==> src/design/mcom_pkg.sv <==
// Package for the masked center-of-mass block.
// Holds field and accumulator widths, the sequencer state type.
// No dependencies.
package mcom_pkg;

  // Largest selected-atom count the accumulators hold without wrapping
  localparam int unsigned MAX_ATOMS = 4096;
  localparam int unsigned GROW_W    = $clog2(MAX_ATOMS);

  localparam int unsigned MASS_IN_W = 16;
  localparam int unsigned POS_W     = 32;
  localparam int unsigned PROD_W    = MASS_IN_W + POS_W + 1;
  localparam int unsigned MASS_W    = MASS_IN_W + GROW_W;
  localparam int unsigned MOM_W     = MASS_IN_W + POS_W + GROW_W;
  localparam int unsigned CNT_W     = $clog2(MOM_W);
  localparam int unsigned AXES      = 3;
  localparam int unsigned AXIS_W    = $clog2(AXES);

  typedef enum logic [2:0] {
    ST_IDLE,
    ST_MUL,
    ST_ADD,
    ST_WAIT,
    ST_LOAD,
    ST_DIV,
    ST_SAT
  } state_e;

endpackage

==> src/design/masked_center_of_mass.sv <==
// An unselected atom needs no datapath work; a selected atom makes three
// multiply/accumulate passes through one shared 17x32 multiplier.
// After the last atom of a set, once the previous result is taken, one shared
// restoring divider produces one quotient bit per cycle for each axis.
// A new atom is taken only when the block is idle; in_ready_o is low while busy.
// Reset (async, active low) clears the accumulators and drops out_valid_o.
module masked_center_of_mass
  import mcom_pkg::*;
(
  input  logic                    clk_i,
  input  logic                    rst_ni,
  input  logic                    in_valid_i,
  output logic                    in_ready_o,
  input  logic                    in_qm_i,
  input  logic                    in_boundary_i,
  input  logic [MASS_IN_W-1:0]    mass_i,
  input  logic signed [POS_W-1:0] pos_x_i,
  input  logic signed [POS_W-1:0] pos_y_i,
  input  logic signed [POS_W-1:0] pos_z_i,
  input  logic                    is_last_i,
  output logic                    out_valid_o,
  input  logic                    out_ready_i,
  output logic signed [POS_W-1:0] center_x_o,
  output logic signed [POS_W-1:0] center_y_o,
  output logic signed [POS_W-1:0] center_z_o,
  output logic                    no_mass_o
);

  state_e                   state_q, state_d;
  logic [AXIS_W-1:0]        axis_q;
  logic [CNT_W-1:0]         cnt_q;
  logic                     last_q;
  logic                     out_valid_q;
  logic                     no_mass_q;
  logic [MASS_W-1:0]        mass_total_q;
  logic [MOM_W-1:0]         mom_q [AXES];

  logic [MASS_IN_W-1:0]     mass_q;
  logic signed [POS_W-1:0]  pos_q [AXES];
  logic signed [PROD_W-1:0] prod_q;
  logic [MOM_W-1:0]         dq_q;
  logic [MASS_W-1:0]        rem_q;
  logic                     neg_q;
  logic signed [POS_W-1:0]  center_q [AXES];

  logic                     in_fire;
  logic                     sel;
  logic signed [PROD_W-1:0] prod_d;
  logic [MOM_W-1:0]         mom_sel;
  logic [MOM_W-1:0]         mag;
  logic [MASS_W:0]          trial;
  logic                     q_bit;
  logic [MASS_W-1:0]        rem_d;
  logic                     ovf_pos, ovf_neg;
  logic [POS_W-1:0]         sat_val;

  assign in_ready_o = (state_q == ST_IDLE);
  assign in_fire    = in_valid_i && in_ready_o;
  assign sel        = in_qm_i || in_boundary_i;

  // shared multiplier: mass (as positive signed) times one coordinate
  assign prod_d  = $signed({1'b0, mass_q}) * pos_q[axis_q];

  // magnitude of the moment for the divider
  assign mom_sel = mom_q[axis_q];
  assign mag     = mom_sel[MOM_W-1] ? (~mom_sel + MOM_W'(1)) : mom_sel;

  // one restoring-division step
  assign trial = {rem_q, dq_q[MOM_W-1]};
  assign q_bit = (trial >= {1'b0, mass_total_q});
  assign rem_d = q_bit ? MASS_W'(trial - {1'b0, mass_total_q}) : MASS_W'(trial);

  // saturate the signed quotient to 32 bits
  assign ovf_pos = |dq_q[MOM_W-1:POS_W-1];
  assign ovf_neg = (|dq_q[MOM_W-1:POS_W]) || (dq_q[POS_W-1] && (|dq_q[POS_W-2:0]));
  always_comb begin
    if (neg_q) begin
      sat_val = ovf_neg ? {1'b1, {(POS_W-1){1'b0}}} : (POS_W'(0) - dq_q[POS_W-1:0]);
    end else begin
      sat_val = ovf_pos ? {1'b0, {(POS_W-1){1'b1}}} : dq_q[POS_W-1:0];
    end
  end

  // sequencer next state
  always_comb begin
    state_d = state_q;
    case (state_q)
      ST_IDLE: begin
        if (in_fire) begin
          if (sel)            state_d = ST_MUL;
          else if (is_last_i) state_d = ST_WAIT;
        end
      end
      ST_MUL: state_d = ST_ADD;
      ST_ADD: begin
        if (axis_q != AXIS_W'(AXES-1)) state_d = ST_MUL;
        else if (last_q)               state_d = ST_WAIT;
        else                           state_d = ST_IDLE;
      end
      ST_WAIT: begin
        if (!out_valid_q) begin
          state_d = (mass_total_q == '0) ? ST_IDLE : ST_LOAD;
        end
      end
      ST_LOAD: state_d = ST_DIV;
      ST_DIV: begin
        if (cnt_q == '0) state_d = ST_SAT;
      end
      ST_SAT: begin
        state_d = (axis_q == AXIS_W'(AXES-1)) ? ST_IDLE : ST_LOAD;
      end
      default: state_d = ST_IDLE;
    endcase
  end

  // control and accumulator registers
  always_ff @(posedge clk_i or negedge rst_ni) begin
    if (!rst_ni) begin
      state_q      <= ST_IDLE;
      axis_q       <= '0;
      cnt_q        <= '0;
      last_q       <= 1'b0;
      out_valid_q  <= 1'b0;
      no_mass_q    <= 1'b0;
      mass_total_q <= '0;
      for (int i = 0; i < AXES; i++) mom_q[i] <= '0;
    end else begin
      state_q <= state_d;
      if (out_valid_q && out_ready_i) out_valid_q <= 1'b0;
      case (state_q)
        ST_IDLE: begin
          if (in_fire) begin
            last_q <= is_last_i;
            axis_q <= '0;
            if (sel) mass_total_q <= mass_total_q + MASS_W'(mass_i);
          end
        end
        ST_ADD: begin
          mom_q[axis_q] <= mom_q[axis_q] + MOM_W'(prod_q);
          axis_q <= (axis_q == AXIS_W'(AXES-1)) ? '0 : axis_q + AXIS_W'(1);
        end
        ST_WAIT: begin
          if (!out_valid_q) begin
            axis_q <= '0;
            if (mass_total_q == '0) begin
              out_valid_q <= 1'b1;
              no_mass_q   <= 1'b1;
              for (int i = 0; i < AXES; i++) mom_q[i] <= '0;
            end
          end
        end
        ST_LOAD: cnt_q <= CNT_W'(MOM_W-1);
        ST_DIV:  cnt_q <= cnt_q - CNT_W'(1);
        ST_SAT: begin
          if (axis_q == AXIS_W'(AXES-1)) begin
            axis_q       <= '0;
            out_valid_q  <= 1'b1;
            no_mass_q    <= 1'b0;
            mass_total_q <= '0;
            for (int i = 0; i < AXES; i++) mom_q[i] <= '0;
          end else begin
            axis_q <= axis_q + AXIS_W'(1);
          end
        end
        default: ;
      endcase
    end
  end

  // datapath registers
  always_ff @(posedge clk_i) begin
    case (state_q)
      ST_IDLE: begin
        if (in_fire) begin
          mass_q   <= mass_i;
          pos_q[0] <= pos_x_i;
          pos_q[1] <= pos_y_i;
          pos_q[2] <= pos_z_i;
        end
      end
      ST_MUL: prod_q <= prod_d;
      ST_WAIT: begin
        if (!out_valid_q && (mass_total_q == '0)) begin
          for (int i = 0; i < AXES; i++) center_q[i] <= '0;
        end
      end
      ST_LOAD: begin
        neg_q <= mom_sel[MOM_W-1];
        dq_q  <= mag;
        rem_q <= '0;
      end
      ST_DIV: begin
        dq_q  <= {dq_q[MOM_W-2:0], q_bit};
        rem_q <= rem_d;
      end
      ST_SAT: center_q[axis_q] <= sat_val;
      default: ;
    endcase
  end

  assign out_valid_o = out_valid_q;
  assign no_mass_o   = no_mass_q;
  assign center_x_o  = center_q[0];
  assign center_y_o  = center_q[1];
  assign center_z_o  = center_q[2];

endmodule

==> config.mk <==
export PLATFORM = sky130hd
export DESIGN_NAME = masked_center_of_mass
export DESIGN_NICKNAME = d
export VERILOG_FILES = /design/src/design/mcom_pkg.sv /design/src/design/masked_center_of_mass.sv
export SDC_FILE = /design/constraint.sdc
export NUM_CORES = 2
export LEC_CHECK = 0
export BUFFER_PORTS_ARGS = -buffer_cell sky130_fd_sc_hd__buf_2
export CAP_MARGIN = 25
export CORE_UTILIZATION = 50
export CTS_BUF_LIST = sky130_fd_sc_hd__clkbuf_8
export CTS_CLUSTER_DIAMETER = 100
export DETAILED_ROUTE_END_ITERATION = 12
export GPL_ROUTABILITY_DRIVEN = 0
export HOLD_SLACK_MARGIN = 0.02
export PLACE_DENSITY = 0.67
export SYNTH_ARGS = -nofsm -noshare
export SYNTH_HDL_FRONTEND = slang
export SYNTH_SLANG_ARGS = --single-unit
==> constraint.sdc <==
create_clock -name clk_i -period 20.1 [get_ports clk_i]
set_clock_uncertainty 0.1 [all_clocks]
set_input_delay 1.005 -clock clk_i [delete_from_list [all_inputs] [get_ports clk_i]]
set_output_delay 1.005 -clock clk_i [all_outputs]
set_load 0.02 [all_outputs]
==> results by group <==
Status
  – Status: complete, but fails checks
  – Failing checks: design-rule violations

Drt
  – Routed wire length: about 130 mm
  – Final ANT Viol Nets: 0
  – Vias: 35.8k
  – Wirelength per Cell: slightly below 20 um
  – Via density: about 5.6
  – Initial DRC Count: about 3k
  – DRT Pass-1 Iters: 10
  – Residual DRC: 4

Global routing
  – Initial antenna violation count: 3
  – GRT Util Overall: 0.263
  – Pin count of the biggest net entering global routing: roughly 120
  – First-pass GRT wire length: 202 mm
  – Vias in the first global route: between 30k and 40k
  – Grt total ovfl: 0

STA
  – Measured slew at the worst slew-check pin: ~1.1 ns
  – Final setup violation count: 0
  – Final TNS setup: 0 ns
  – Crit path time final: between 8 and 9 ns
  – RSZ-0062 raised after global routing: no
  – Final cycle utilization of the critical path: 0.436
  – Final hold vios: 0
  – Min Hold Slack: approximately 0.24 ns
  – Relative max-transition margin: 0.287
  – F_max: around 0.11 GHz
  – Final Max Slew Viols: 0

Clock tree
  – CTS clock-pin slew for the worst setup and hold paths: about 0.060 ns
  – Clk Latency, worst-skew pair: 0.79 ns
  – CTS max path bufs: 3
  – CTS Sinks: around 570
  – Clk root buf: clkbuf_8
  – Post-CTS sizing: 0
  – CTS tree: built
  – Buffers inserted by post-CTS timing repair: 0
  – CTS H-Tree Depth: 3
  – TritonCTS Buffers: 99
  – Hold Buf Count CTS: 0

Finish
  – Fill count: approximately 8.4k
  – Post-route insts no fill: about 6.3k
  – Layout cells sized above 1: 0.0977
  – Area growth, synth to finish: 9.60%
  – Finished Cell Area: approximately 53,000 um2
  – Post-layout net count: approximately 5.8k
  – Fin util: 0.553

Synth
  – Predominant post-synthesis flop cell: edfxtp_1
  – Ys Warns: 0
  – Async S/R FF share, synth: 0.391
  – Largest family of logic cells by synthesized area: adder cells
  – Largest area contributor in the netlist: edfxtp_1
  – Syn_nets: roughly 5.7k
  – Mux cell area share after synthesis: 0.0234
  – Seq/Total Area, Yosys: 0.333
  – Post-Synth Adder-Cell Area: 0.264
  – Post-synth top cells: inv_1 (651), nand2_1 (558), fa_1 (492)
  – Mapped Area: 47,900 um2
  – Number of synthesized flops with an enable pin: 346
  – Ranking of synthesized cells by area: edfxtp_1 (22%), fa_1 (21%), dfrtp_1 (12%), ha_1 (5.8%), inv_1 (5.1%)
  – Synth Area in Simple Gates: 0.135
  – Syn Inst Count: 4,842
  – Post-synthesis xor/xnor area fraction: 0.0358
  – Post-synth top area share: 0.217
  – Post-synthesis compound-gate area fraction: 0.136
  – Most frequent cell after synthesis: inv_1
  – FF+latch count, synth: between 500 and 600
  – Synthesized area per cell: ~9.9 um2
  – Synth cell types: a little under 90

Placement
  – HPWL after DPL: 90.8 mm
  – Placed cell count: roughly 6.2k
  – Placed cell areas: about 50,000 um2
  – IO Port Bufs: between 200 and 250

Worst setup path
  – Crit path required time: approximately 20 ns
  – Element type at the critical path end: register
  – Worst setup path class: register to register
  – Worst r2r src: axis_q[1]
  – Worst-path maximum fanout: 67
  – Worst path arrival time: 9.17 ns
  – Critical Path Start: axis_q[1]
  – Startpoint Class: register

Die
  – Chip height: just over 300 um
  – Initial Util: 0.504
  – Core area: approximately 95,000 um2
  – Die W: about 310 um
  – Ports: 218
  – Die area: ~97,000 um2
  – Row cnt: about 110

Run
  – Max_cap viols: 0

Power
  – Worst IR Drop VDD: roughly 0.054 mV
  – Static Leak: 0.0245 uW
  – PwrDens: around 47 nW/um2

Min path
  – Worst Hold Class: input port to asynchronous set/reset pin
==> layer usage <==
layer / global-route usage / share of wire / wire [um] / up-vias
li1: - / - / - / 16556
met5: 0 / 0 / 0 / -
met2: 0.441 / 0.48 / 60200 / 1192
met4: 0.0855 / 0.028 / 3570 / 0
met3: 0.0364 / 0.061 / 7660 / 216
met1: 0.352 / 0.43 / 54400 / 17843
==> worst max-delay path, stage by stage (launching register included) <==
cell and delay, ns:
dfrtp_4 0.63, buf_4 0.68, o21ai_2 0.43, and2_1 0.30, fa_1 0.50, inv_1 0.05, fa_1 0.46, fa_1 0.52
inv_1 0.06, fa_1 0.49, fa_1 0.49, inv_1 0.05, fa_1 0.47, inv_1 0.04, ha_1 0.34, a21oi_1 0.25
nand2_1 0.08, a211oi_1 0.25, o31ai_1 0.18, a311oi_1 0.71, o211a_1 0.36, o21ai_0 0.15, o21ai_0 0.52, o21a_1 0.23
xnor2_1 0.07
==> layout by cell type, fill, tap and decap left out, types with 13 or more instances in the layout <==
| cell type | instances |
|---|---|
| nor4_1 | 21 |
| dfrtp_1 | 220 |
| mux2i_1 | 111 |
| o21bai_1 | 23 |
| nand2_1 | 558 |
| a31oi_1 | 30 |
| o211ai_1 | 13 |
| inv_1 | 684 |
| fa_1 | 492 |
| nand3_1 | 52 |
| o21ai_0 | 229 |
| a211oi_1 | 20 |
| xnor2_1 | 122 |
| o31ai_1 | 20 |
| clkbuf_8 | 120 |
| nor2b_1 | 23 |
| and2_1 | 248 |
| a21o_1 | 87 |
| buf_2 | 217 |
| or3_1 | 26 |
| ha_1 | 224 |
| nor2_1 | 253 |
| buf_4 | 77 |
| a21oi_1 | 216 |
| o2bb2ai_1 | 20 |
| edfxtp_1 | 346 |
| and3_1 | 14 |
| o21a_1 | 24 |
| o21ai_1 | 47 |
| xor2_1 | 74 |
| nand2b_1 | 25 |
| nor3_1 | 48 |
| nand4_1 | 29 |
| a22o_1 | 164 |
==> path summary, 6_finish.rpt <==
path,to,slack [ns],cells past startpoint
max,prod_q[48],11.33,24
min,mom_q[11],0.24,1
max reg2reg,prod_q[48],11.33,24
min reg2reg,mom_q[167],0.38,2
max in group asynchronous,mom_q[98],17.49,3
min in group clk_i,pos_q[0][0],0.31,1
==> report_power, final <==
group	internal, uW	switching (uW)
Sequential	1230	2.48
Clock	652	519
Combinational	22.5	32.9
Total	1910	554
==> cell families after synthesis <==
kind of cell,Yosys count
buf+inv,901
fa+ha+maj,716
simple gates,1358
flops,568
mux,112
xor+xnor,196
compound gates,991
==> through the flow <==
| step | setup WS [ns] | power (uW) |
|---|---|---|
| 2_1_floorplan | 4.67 | 1290 |
| 3_3_place_gp | 11.64 | 1310 |
| 3_5_place_dp | 11.48 | 1310 |
| 4_1_cts | 11.46 | 2490 |
| 5_1_grt | 10.82 | 2540 |
| 6_report | 11.33 | 2460 |
==> layout make-up <==
type | count | area, um2 | area share
clock buffers | 120 | 1650 | 0.0315
inverters | 652 | 2450 | 0.0466
clock inverters | 68 | 558 | 0.0106
diodes | 1 | 2.50 | 0.0000477
repair buffers | 297 | 1730 | 0.0330
well taps | 1265 | 1580 | 0.0301
flip-flops and latches | 568 | 16000 | 0.304
multi-input cells | 3373 | 28600 | 0.544
==> state kept, by name, indices dropped and copies added, names as in the netlist <==
| signal | flops |
|---|---|
| center_q | 96 |
| mass_q | 16 |
| pos_q | 96 |
| mom_q | 180 |
| state_q | 3 |
| rem_q | 28 |
| neg_q | 1 |
| out_valid_o | 1 |
| dq_q | 60 |
| no_mass_o | 1 |
| cnt_q | 6 |
| mass_total_q | 28 |
| last_q | 1 |
| prod_q | 49 |
| axis_q | 2 |
No activity file was read; power rests on OpenSTA's default activity.
